--- config.mk ---
export PLATFORM = sky130hd
export DESIGN_NAME = barometric_sensor_compensation
export DESIGN_NICKNAME = d
export VERILOG_FILES = /design/src/rtl/core/bpc_pkg.sv /design/src/rtl/core/bpc_div.sv /design/src/rtl/core/barometric_sensor_compensation.sv
export VERILOG_INCLUDE_DIRS = /design/src /design/src/rtl/core
export SDC_FILE = /design/constraint.sdc
export NUM_CORES = 2
export LEC_CHECK = 0
export BUFFER_PORTS_ARGS = -buffer_cell sky130_fd_sc_hd__buf_2
export CAP_MARGIN = 0
export CELL_PAD_IN_SITES_DETAIL_PLACEMENT = 0
export CELL_PAD_IN_SITES_GLOBAL_PLACEMENT = 1
export CORE_MARGIN = 5
export CORE_UTILIZATION = 46
export DETAILED_ROUTE_END_ITERATION = 10
export PLACE_DENSITY_LB_ADDON = 0.12
export SYNTH_ARGS = -nofsm -noshare
export SYNTH_HDL_FRONTEND = slang
export SYNTH_SLANG_ARGS = --single-unit
--- constraint.sdc ---
create_clock -name clk -period 10.87 [get_ports clk]
set_input_delay 1.087 -clock clk [delete_from_list [all_inputs] [get_ports clk]]
set_output_delay 1.087 -clock clk [all_outputs]
set_load 0.02 [all_outputs]
--- src/rtl/core/barometric_sensor_compensation_macros.svh ---
// ============================================================================
// Barometric sensor compensation assertion macros
// Property wrappers for the compensation block; empty bodies in synthesis.
// ============================================================================
`ifndef BAROMETRIC_SENSOR_COMPENSATION_MACROS_SVH
`define BAROMETRIC_SENSOR_COMPENSATION_MACROS_SVH

`ifndef SYNTHESIS
// Antecedent in the same cycle implies the consequent.
`define BPC_ASSERT_IMPLIES(label, ante, cons, msg) \
    label: assert property (@(posedge clk) disable iff (!rst_n) (ante) |-> (cons)) \
        else $error(msg);
// Antecedent implies the consequent in the next cycle.
`define BPC_ASSERT_NEXT(label, ante, cons, msg) \
    label: assert property (@(posedge clk) disable iff (!rst_n) (ante) |=> (cons)) \
        else $error(msg);
`else
`define BPC_ASSERT_IMPLIES(label, ante, cons, msg)
`define BPC_ASSERT_NEXT(label, ante, cons, msg)
`endif

`endif

--- src/rtl/core/bpc_pkg.sv ---
// ============================================================================
// Barometric sensor compensation package
// Register indexes, compensation constants and shared types.
// ============================================================================
package bpc_pkg;

    // Configuration register indexes.
    localparam logic [2:0] CFG_AC1_AC2 = 3'd0;
    localparam logic [2:0] CFG_AC3_AC4 = 3'd1;
    localparam logic [2:0] CFG_AC5_AC6 = 3'd2;
    localparam logic [2:0] CFG_B1_B2   = 3'd3;
    localparam logic [2:0] CFG_MC_MD   = 3'd4;
    localparam logic [2:0] CFG_OSS     = 3'd5;

    localparam logic [1:0] OSS_RESET = 2'd3;

    // Compensation constants as 32-bit words.
    localparam logic [31:0] B6_OFFSET = 32'd4000;
    localparam logic [31:0] B4_BIAS   = 32'd32768;
    localparam logic [31:0] B7_SCALE  = 32'd50000;
    localparam logic [31:0] P_COEF1   = 32'd3038;
    localparam logic [31:0] P_COEF2   = 32'hFFFF_E343;  // -7357
    localparam logic [31:0] P_COEF3   = 32'd3791;

    // Divider sizing.
    localparam int DIV_STEPS = 32;
    localparam int DIV_CNT_W = $clog2(DIV_STEPS);

    typedef struct packed {
        logic start;
        logic sgn;
    } bpc_div_req_t;

    function automatic logic [31:0] sext16(input logic [15:0] v);
        return {{16{v[15]}}, v};
    endfunction

endpackage

--- src/rtl/core/bpc_div.sv ---
// ============================================================================
// Iterative 32-bit divider
// Restoring division, one quotient bit per cycle, signed or unsigned.
// ============================================================================
module bpc_div
    import bpc_pkg::*;
(
    input  logic         clk,
    input  logic         rst_n,
    input  bpc_div_req_t req,
    input  logic [31:0]  dividend,
    input  logic [31:0]  divisor,
    output logic         done,
    output logic [31:0]  quotient
);

    logic                 busy_reg;
    logic                 done_reg;
    logic [DIV_CNT_W-1:0] cnt_reg;
    logic [31:0]          rem_reg;
    logic [31:0]          quo_reg;
    logic [31:0]          dvs_reg;
    logic                 neg_reg;
    logic [31:0]          q_reg;

    logic [32:0] shifted;
    logic [32:0] diff;
    logic        ge;
    logic [31:0] rem_next;
    logic [31:0] quo_next;
    logic [31:0] a_mag;
    logic [31:0] b_mag;

    assign shifted  = {rem_reg, quo_reg[31]};
    assign diff     = shifted - {1'b0, dvs_reg};
    assign ge       = (shifted >= {1'b0, dvs_reg});
    assign rem_next = ge ? diff[31:0] : shifted[31:0];
    assign quo_next = {quo_reg[30:0], ge};
    assign a_mag    = (req.sgn && dividend[31]) ? (32'd0 - dividend) : dividend;
    assign b_mag    = (req.sgn && divisor[31])  ? (32'd0 - divisor)  : divisor;

    always_ff @(posedge clk or negedge rst_n)
    begin
        if (!rst_n)
        begin
            busy_reg <= 1'b0;
            done_reg <= 1'b0;
            cnt_reg  <= '0;
        end
        else
        begin
            done_reg <= 1'b0;
            if (req.start)
            begin
                busy_reg <= 1'b1;
                cnt_reg  <= '0;
            end
            else if (busy_reg)
            begin
                cnt_reg <= cnt_reg + 1'b1;
                if (cnt_reg == DIV_CNT_W'(DIV_STEPS - 1))
                begin
                    busy_reg <= 1'b0;
                    done_reg <= 1'b1;
                end
            end
        end
    end

    always_ff @(posedge clk)
    begin
        if (req.start)
        begin
            rem_reg <= '0;
            quo_reg <= a_mag;
            dvs_reg <= b_mag;
            neg_reg <= req.sgn & (dividend[31] ^ divisor[31]);
        end
        else if (busy_reg)
        begin
            rem_reg <= rem_next;
            quo_reg <= quo_next;
            if (cnt_reg == DIV_CNT_W'(DIV_STEPS - 1))
            begin
                q_reg <= neg_reg ? (32'd0 - quo_next) : quo_next;
            end
        end
    end

    assign done     = done_reg;
    assign quotient = q_reg;

endmodule

--- src/rtl/core/barometric_sensor_compensation.sv ---
// ============================================================================
// Barometric sensor compensation
// Integer temperature and pressure compensation from factory calibration.
// ============================================================================
//
//  Channel  | Handshake            | Payload
//  ---------+----------------------+---------------------------------------------
//  config   | cfg_write            | cfg_index, cfg_data
//  input    | in_valid / in_stall  | kind, raw_reading
//  output   | out_valid / out_stall| result_kind, temperature_tenths,
//           |                      | pressure_pa, divide_error
//
//  A temperature item keeps in_stall high through T0, T1, TD and FIN, and a
//  pressure item through P0..P12 and FIN, so a new item waits until the last
//  is done; a zero divisor skips the division and cuts the busy time. The
//  32-step shared divider sets most of that; one shared multiplier serializes
//  the rest. A stalled output register holds FIN, so a waiting result blocks
//  the next input. Reset clears the calibration words and B5, oversampling 3.
//
module barometric_sensor_compensation
    import bpc_pkg::*;
(
    input  logic        clk,
    input  logic        rst_n,
    input  logic        cfg_write,
    input  logic [2:0]  cfg_index,
    input  logic [31:0] cfg_data,
    input  logic        in_valid,
    output logic        in_stall,
    input  logic        kind,
    input  logic [18:0] raw_reading,
    output logic        out_valid,
    input  logic        out_stall,
    output logic        result_kind,
    output logic [15:0] temperature_tenths,
    output logic [19:0] pressure_pa,
    output logic        divide_error
);

`include "barometric_sensor_compensation_macros.svh"

    // Sequencer states. Temperature runs T0..TD, pressure runs P0..P12,
    // and both finish in FIN, which waits for a free output register.
    localparam logic [4:0] S_IDLE = 5'd0;
    localparam logic [4:0] S_T0   = 5'd1;
    localparam logic [4:0] S_T1   = 5'd2;
    localparam logic [4:0] S_TD   = 5'd3;
    localparam logic [4:0] S_P0   = 5'd4;
    localparam logic [4:0] S_P1   = 5'd5;
    localparam logic [4:0] S_P2   = 5'd6;
    localparam logic [4:0] S_P3   = 5'd7;
    localparam logic [4:0] S_P4   = 5'd8;
    localparam logic [4:0] S_P5   = 5'd9;
    localparam logic [4:0] S_P6   = 5'd10;
    localparam logic [4:0] S_P7   = 5'd11;
    localparam logic [4:0] S_P8   = 5'd12;
    localparam logic [4:0] S_PD   = 5'd13;
    localparam logic [4:0] S_P9   = 5'd14;
    localparam logic [4:0] S_P10  = 5'd15;
    localparam logic [4:0] S_P11  = 5'd16;
    localparam logic [4:0] S_P12  = 5'd17;
    localparam logic [4:0] S_FIN  = 5'd18;

    // Calibration registers and the kept B5 term.
    logic [31:0] ac12_reg;
    logic [31:0] ac34_reg;
    logic [31:0] ac56_reg;
    logic [31:0] b12_reg;
    logic [31:0] mcmd_reg;
    logic [1:0]  oss_reg;
    logic [31:0] tt_reg;

    logic [4:0]  state_reg;
    logic [4:0]  state_next;

    // Item and working registers.
    logic        kind_reg;
    logic [18:0] raw_reg;
    logic [31:0] m_reg;
    logic [31:0] acc_reg;
    logic [31:0] b6sq_reg;
    logic [31:0] b3_reg;
    logic [31:0] b4_reg;
    logic [31:0] p_reg;
    logic        big_reg;

    // Pending result, held until the output register is free.
    logic [15:0] r_temp_reg;
    logic [19:0] r_pres_reg;
    logic        r_err_reg;

    logic        out_valid_reg;
    logic        res_kind_reg;
    logic [15:0] res_temp_reg;
    logic [19:0] res_pres_reg;
    logic        res_err_reg;

    // Decoded calibration words, all sign or zero extended to 32 bits.
    logic [31:0] ac1, ac2, ac3, ac4, ac5, ac6, b1, b2, mc, md;
    assign ac1 = sext16(ac12_reg[31:16]);
    assign ac2 = sext16(ac12_reg[15:0]);
    assign ac3 = sext16(ac34_reg[31:16]);
    assign ac4 = {16'd0, ac34_reg[15:0]};
    assign ac5 = {16'd0, ac56_reg[31:16]};
    assign ac6 = {16'd0, ac56_reg[15:0]};
    assign b1  = sext16(b12_reg[31:16]);
    assign b2  = sext16(b12_reg[15:0]);
    assign mc  = sext16(mcmd_reg[31:16]);
    assign md  = sext16(mcmd_reg[15:0]);

    logic [31:0] raw32;
    logic [31:0] b6;
    assign raw32 = {13'd0, raw_reg};
    assign b6    = tt_reg - B6_OFFSET;

    // Shifted views of the last product.
    logic [31:0] m_asr11, m_asr12, m_asr13, m_asr15, m_asr16;
    assign m_asr11 = 32'($signed(m_reg) >>> 11);
    assign m_asr12 = 32'($signed(m_reg) >>> 12);
    assign m_asr13 = 32'($signed(m_reg) >>> 13);
    assign m_asr15 = 32'($signed(m_reg) >>> 15);
    assign m_asr16 = 32'($signed(m_reg) >>> 16);

    // Temperature divisor and B3, B4 helper terms.
    logic [31:0] t_den;
    logic [31:0] x3_sum;
    logic [31:0] b3_pre;
    logic [31:0] b3_val;
    logic [31:0] x3_b4;
    assign t_den  = m_asr15 + md;
    assign x3_sum = acc_reg + m_asr11;
    assign b3_pre = ((ac1 << 2) + x3_sum) << oss_reg;
    assign b3_val = 32'($signed(b3_pre + 32'd2) >>> 2);
    assign x3_b4  = 32'($signed(acc_reg + m_asr16 + 32'd2) >>> 2);

    // Shared multiplier; the low 32 bits of the product are kept.
    logic [31:0] mul_a;
    logic [31:0] mul_b;
    logic [31:0] mul_lo;
    assign mul_lo = mul_a * mul_b;

    always_comb
    begin
        mul_a = '0;
        mul_b = '0;
        unique case (state_reg)
            S_T0:
            begin
                mul_a = raw32 - ac6;
                mul_b = ac5;
            end
            S_P0:
            begin
                mul_a = b6;
                mul_b = b6;
            end
            S_P1:
            begin
                mul_a = b2;
                mul_b = m_asr12;
            end
            S_P2:
            begin
                mul_a = ac2;
                mul_b = b6;
            end
            S_P3:
            begin
                mul_a = ac3;
                mul_b = b6;
            end
            S_P4:
            begin
                mul_a = b1;
                mul_b = b6sq_reg;
            end
            S_P6:
            begin
                mul_a = ac4;
                mul_b = acc_reg;
            end
            S_P7:
            begin
                mul_a = raw32 - b3_reg;
                mul_b = B7_SCALE >> oss_reg;
            end
            S_P9:
            begin
                mul_a = 32'($signed(p_reg) >>> 8);
                mul_b = 32'($signed(p_reg) >>> 8);
            end
            S_P10:
            begin
                mul_a = m_reg;
                mul_b = P_COEF1;
            end
            S_P11:
            begin
                mul_a = p_reg;
                mul_b = P_COEF2;
            end
            default:
            begin
                mul_a = '0;
                mul_b = '0;
            end
        endcase
    end

    // Divider request: signed for the temperature path, unsigned for B7 / B4.
    bpc_div_req_t div_req;
    logic [31:0]  div_a;
    logic [31:0]  div_b;
    logic         div_done;
    logic [31:0]  div_q;
    logic         t_start;
    logic         p_start;

    assign t_start = (state_reg == S_T1) && (t_den != 32'd0);
    assign p_start = (state_reg == S_P8) && (b4_reg != 32'd0);

    always_comb
    begin
        div_req.start = t_start | p_start;
        div_req.sgn   = t_start;
        if (t_start)
        begin
            div_a = mc << 11;
            div_b = t_den;
        end
        else
        begin
            div_a = m_reg[31] ? m_reg : (m_reg << 1);
            div_b = b4_reg;
        end
    end

    bpc_div u_div
    (
        .clk      (clk),
        .rst_n    (rst_n),
        .req      (div_req),
        .dividend (div_a),
        .divisor  (div_b),
        .done     (div_done),
        .quotient (div_q)
    );

    // Final temperature and pressure words before saturation.
    logic [31:0] b5_val;
    logic [31:0] t_word;
    logic [15:0] t_sat;
    logic [31:0] p_word;
    logic [19:0] p_sat;
    logic [31:0] p_quo;

    assign b5_val = acc_reg + div_q;
    assign t_word = 32'($signed(b5_val + 32'd8) >>> 4);
    assign p_quo  = big_reg ? (div_q << 1) : div_q;
    assign p_word = p_reg + 32'($signed(acc_reg + m_asr16 + P_COEF3) >>> 4);

    always_comb
    begin
        if ($signed(t_word) < -32'sd32768)
        begin
            t_sat = 16'h8000;
        end
        else if ($signed(t_word) > 32'sd32767)
        begin
            t_sat = 16'h7FFF;
        end
        else
        begin
            t_sat = t_word[15:0];
        end

        if (p_word[31])
        begin
            p_sat = '0;
        end
        else if (p_word[30:20] != 11'd0)
        begin
            p_sat = 20'hFFFFF;
        end
        else
        begin
            p_sat = p_word[19:0];
        end
    end

    logic in_xfer;
    logic out_free;
    assign in_xfer  = in_valid && !in_stall;
    assign out_free = !out_valid_reg || !out_stall;

    // Sequencer.
    always_comb
    begin
        state_next = state_reg;
        unique case (state_reg)
            S_IDLE: if (in_xfer) state_next = kind ? S_P0 : S_T0;
            S_T0:   state_next = S_T1;
            S_T1:   state_next = (t_den == 32'd0) ? S_FIN : S_TD;
            S_TD:   if (div_done) state_next = S_FIN;
            S_P0:   state_next = S_P1;
            S_P1:   state_next = S_P2;
            S_P2:   state_next = S_P3;
            S_P3:   state_next = S_P4;
            S_P4:   state_next = S_P5;
            S_P5:   state_next = S_P6;
            S_P6:   state_next = S_P7;
            S_P7:   state_next = S_P8;
            S_P8:   state_next = (b4_reg == 32'd0) ? S_FIN : S_PD;
            S_PD:   if (div_done) state_next = S_P9;
            S_P9:   state_next = S_P10;
            S_P10:  state_next = S_P11;
            S_P11:  state_next = S_P12;
            S_P12:  state_next = S_FIN;
            S_FIN:  if (out_free) state_next = S_IDLE;
            default: state_next = S_IDLE;
        endcase
    end

    always_ff @(posedge clk or negedge rst_n)
    begin
        if (!rst_n)
        begin
            state_reg <= S_IDLE;
            ac12_reg  <= '0;
            ac34_reg  <= '0;
            ac56_reg  <= '0;
            b12_reg   <= '0;
            mcmd_reg  <= '0;
            oss_reg   <= OSS_RESET;
            tt_reg    <= '0;
        end
        else
        begin
            state_reg <= state_next;
            if (cfg_write)
            begin
                unique case (cfg_index)
                    CFG_AC1_AC2: ac12_reg <= cfg_data;
                    CFG_AC3_AC4: ac34_reg <= cfg_data;
                    CFG_AC5_AC6: ac56_reg <= cfg_data;
                    CFG_B1_B2:   b12_reg  <= cfg_data;
                    CFG_MC_MD:   mcmd_reg <= cfg_data;
                    CFG_OSS:     oss_reg  <= cfg_data[1:0];
                    default:     ;
                endcase
            end
            // B5 is kept only when the temperature division completes.
            if (state_reg == S_TD && div_done)
            begin
                tt_reg <= b5_val;
            end
        end
    end

    // Datapath registers.
    always_ff @(posedge clk)
    begin
        m_reg <= mul_lo;
        case (state_reg)
            S_IDLE:
            begin
                if (in_xfer)
                begin
                    kind_reg   <= kind;
                    raw_reg    <= raw_reading;
                    r_temp_reg <= '0;
                    r_pres_reg <= '0;
                    r_err_reg  <= 1'b0;
                end
            end
            S_T1:
            begin
                acc_reg <= m_asr15;
                if (t_den == 32'd0)
                begin
                    r_err_reg <= 1'b1;
                end
            end
            S_TD:
            begin
                if (div_done)
                begin
                    r_temp_reg <= t_sat;
                end
            end
            S_P1: b6sq_reg <= m_asr12;
            S_P2: acc_reg  <= m_asr11;
            S_P3: b3_reg   <= b3_val;
            S_P4: acc_reg  <= m_asr13;
            S_P5: acc_reg  <= x3_b4 + B4_BIAS;
            S_P7: b4_reg   <= m_reg >> 15;
            S_P8:
            begin
                big_reg <= m_reg[31];
                if (b4_reg == 32'd0)
                begin
                    r_err_reg <= 1'b1;
                end
            end
            S_PD:
            begin
                if (div_done)
                begin
                    p_reg <= p_quo;
                end
            end
            S_P11: acc_reg    <= m_asr16;
            S_P12: r_pres_reg <= p_sat;
            default: ;
        endcase
    end

    // Output register.
    always_ff @(posedge clk or negedge rst_n)
    begin
        if (!rst_n)
        begin
            out_valid_reg <= 1'b0;
        end
        else if (state_reg == S_FIN && out_free)
        begin
            out_valid_reg <= 1'b1;
        end
        else if (!out_stall)
        begin
            out_valid_reg <= 1'b0;
        end
    end

    always_ff @(posedge clk)
    begin
        if (state_reg == S_FIN && out_free)
        begin
            res_kind_reg <= kind_reg;
            res_temp_reg <= r_temp_reg;
            res_pres_reg <= r_pres_reg;
            res_err_reg  <= r_err_reg;
        end
    end

    assign in_stall           = (state_reg != S_IDLE);
    assign out_valid          = out_valid_reg;
    assign result_kind        = res_kind_reg;
    assign temperature_tenths = res_temp_reg;
    assign pressure_pa        = res_pres_reg;
    assign divide_error       = res_err_reg;

    // A transfer on the input always starts a computation.
    `BPC_ASSERT_NEXT(a_accept_busy, in_xfer, state_reg != S_IDLE, "item accepted but sequencer idle")
    // The divider only finishes while a division step is waiting on it.
    `BPC_ASSERT_IMPLIES(a_div_done_wait, div_done, state_reg == S_TD || state_reg == S_PD, "stray divider completion")
    // A failed division reports zero in both result fields.
    `BPC_ASSERT_IMPLIES(a_err_zero, out_valid && divide_error, temperature_tenths == 16'd0 && pressure_pa == 20'd0, "error result not zeroed")
    // A temperature result never carries a pressure value.
    `BPC_ASSERT_IMPLIES(a_temp_no_pres, out_valid && !result_kind, pressure_pa == 20'd0, "pressure set on temperature result")

endmodule
==> results.sh <==
export IMPL_status="finished clean"
export IMPL_timing_setup_critical_path_class="register to register"
export IMPL_initial_core_util_pct=46.4
export IMPL_reg2reg_setup_slack_ps=390
export IMPL_vias=47207
export IMPL_syn_instance_count=6079
export IMPL_drv_slew=0
export IMPL_routed_via_density=5.94
export IMPL_cpMaxStageDelayCell="nor3_2"
export IMPL_grt_use_met3_pct=3.79
export IMPL_worstHoldStart="r_pres_reg[0]"
export IMPL_syn2layout_area_growth_pct=11.3
export IMPL_path_common_cell="xnor2_1"
export IMPL_die_x_um=361
export IMPL_arrival_ps=11010
export IMPL_slew_headroom_pct=22.3
export IMPL_drive_gt1_share_pct=13.1
export IMPL_grt_pass1_wl_mm=311
export IMPL_met1_usage_pct=41.6
export IMPL_r2r_end="m_reg[31]"
export IMPL_drt_pass1_iter_count=9
export IMPL_ys_seq_elements=584
export IMPL_cts_htree_levels=3
export IMPL_timing_fmax_mhz=95.4
export IMPL_crit_path_start="state_reg[3]"
export IMPL_finClkSkew_ps=39.9
export IMPL_antenna_found_initial=8
export IMPL_clk_latency_ps=680
export IMPL_hold_class="register to register"
export IMPL_holdPathStages=0
export IMPL_hold_viol=0
export IMPL_max_stage_delay_ps=930
export IMPL_cts_root_buffer="clkbuf_16"
export IMPL_period_minus_slack_ps=10480
export IMPL_tns_ps=0
export IMPL_grt_max_degree=96
export IMPL_grt_pass1_vias=46910
export IMPL_setup_viol=0
export IMPL_worst_path_buf_inv=6
export IMPL_synthFlopType="edfxtp_1"
export IMPL_synth_edff_count=313
export IMPL_rr_worst_depth=36
export IMPL_yosysSeqAreaShare_pct=28.1
export IMPL_grt_busiest_layer="met2"
export IMPL_syn_area_mm2=0.0565
export IMPL_ys_warnings_count=0
export IMPL_cts_buffers=70
export IMPL_rsz0062_at_grt="false"
export IMPL_first_iter_violations=4121
export IMPL_drc=0
export IMPL_num_rows=128
export IMPL_mostFrequentLayoutCells="inv_1, nand2_1, nor2_1, fa_1, ha_1"
export IMPL_clock_sinks=584
export IMPL_dieArea_mm2=0.130
export IMPL_path_max_fanout=35
export IMPL_port_buffers=99
export IMPL_grtUsageMet2_pct=52.3
export IMPL_start_kind="register"
export IMPL_place_gp_congestion=0.976
export IMPL_cap_violations=0
export IMPL_path_delay_family="adder cells"
export IMPL_nNetsFinal=7119
export IMPL_wirelength_mm=213
export IMPL_cp_end_kind="register"
export IMPL_cts_tree="yes"
export IMPL_final_common_cell="inv_1"
export IMPL_fin_crit_sh_pct=96.4
export IMPL_gr_usage_all_layers_pct=31.9
export IMPL_die_h_um=361
export IMPL_hold_path_end="pressure_pa[0]"
export IMPL_core_area_mm2=0.122
export IMPL_postRouteAntennaNets=0
export IMPL_async_flop_share_pct=35.4
export IMPL_r2r_start="state_reg[3]"
export IMPL_worst_slew_pin_transition_ps=1160
export IMPL_wl_per_cell_um=26.7
export IMPL_clkSlewWorstSetupHoldPaths_ps=60
export IMPL_io_pins=100
export IMPL_yosys_cell_types_count=111
export IMPL_cts_buffer_depth=3
export IMPL_synth_area_per_cell_um2=9.30
export IMPL_gr_total_overflow=0
export IMPL_required_ps=11400
export IMPL_hpwl_mm=170
-- Yosys cell counts, types with 66 or more instances --
cell	n	share of area (%)
nand2b_1	72	0.80
edfxtp_1	313	17
xnor2_1	287	4.4
nor2b_1	72	0.80
fa_1	445	16
ha_1	348	7.7
mux2_2	197	3.9
inv_1	683	4.5
xor2_1	128	2.0
a21oi_1	335	3.0
a211oi_1	66	0.88
nand3_1	98	0.87
o21ai_0	256	2.3
nor3_1	105	0.93
mux2i_1	95	1.7
nand2_1	579	3.8
dfrtp_1	205	9.1
nor2_1	508	3.4
clkbuf_1	206	1.4
-- per-stage QoR --
stage / util, % / hold slack (ps) / instance area (um^2) / instances / setup slack [ps]
after floorplan: - / 400 / 56500 / 6082 / 527
after global placement: 49.6 / 404 / 60400 / 7813 / 20.6
after detailed placement: 49.6 / 405 / 60400 / 7813 / 26.8
after CTS: 51.5 / 413 / 62800 / 7942 / 22.0
after global routing: 51.6 / 423 / 62900 / 7948 / 36.8
final: 51.6 / 409 / 62900 / 7950 / 388
-- routing by layer --
layer  up-vias  routed length [um]
met5         -                  29
met1     23554               87200
li1      21400                   -
met4         4               13500
met2      1750               98800
met3       499               13000
-- cell type report --
type,count,area (um^2)
antenna,2,5.00
clock buffer,87,1910
clock inverter,42,427
fill,11498,59000
inverter,687,2580
multi-input combinational,4551,37400
sequential,584,15900
tap,1625,2030
timing repair buffer,372,2670
-- timing repair --
action,4_1_cts,5_1_grt
setup endpoints to repair,1,3
hold buffers,0,0
setup buffers,0,6
gates resized for setup,1,28
pin swaps,0,24
-- how the worst max path moves through the flow --
stage,end,slack (ps),depth (start not counted)
3_3_place_gp,m_reg[31],20,42
3_5_place_dp,m_reg[31],30,43
2_1_floorplan,m_reg[31],530,43
5_1_grt,m_reg[31],40,43
6_report,m_reg[31],390,36
4_1_cts,m_reg[31],20,42
-- kinds of logic (layout without fill, tap and decap cells) --
logic type	Yosys count	after routing	share of synthesized area, %
other	1	6	0.00663
XOR/XNOR	423	423	6.73
AND/OR/NAND/NOR	1798	1798	15.1
buffers and inverters	947	1188	6.35
multiplexers	301	301	5.96
adder cells (fa/ha/maj)	793	793	23.5
AO/OA/AOI/OAI	1232	1232	14.4
flip-flops	584	584	28.1
Power is not shown: default switching activity piles up to over one toggle a cycle in this logic, so the estimate is an artifact.
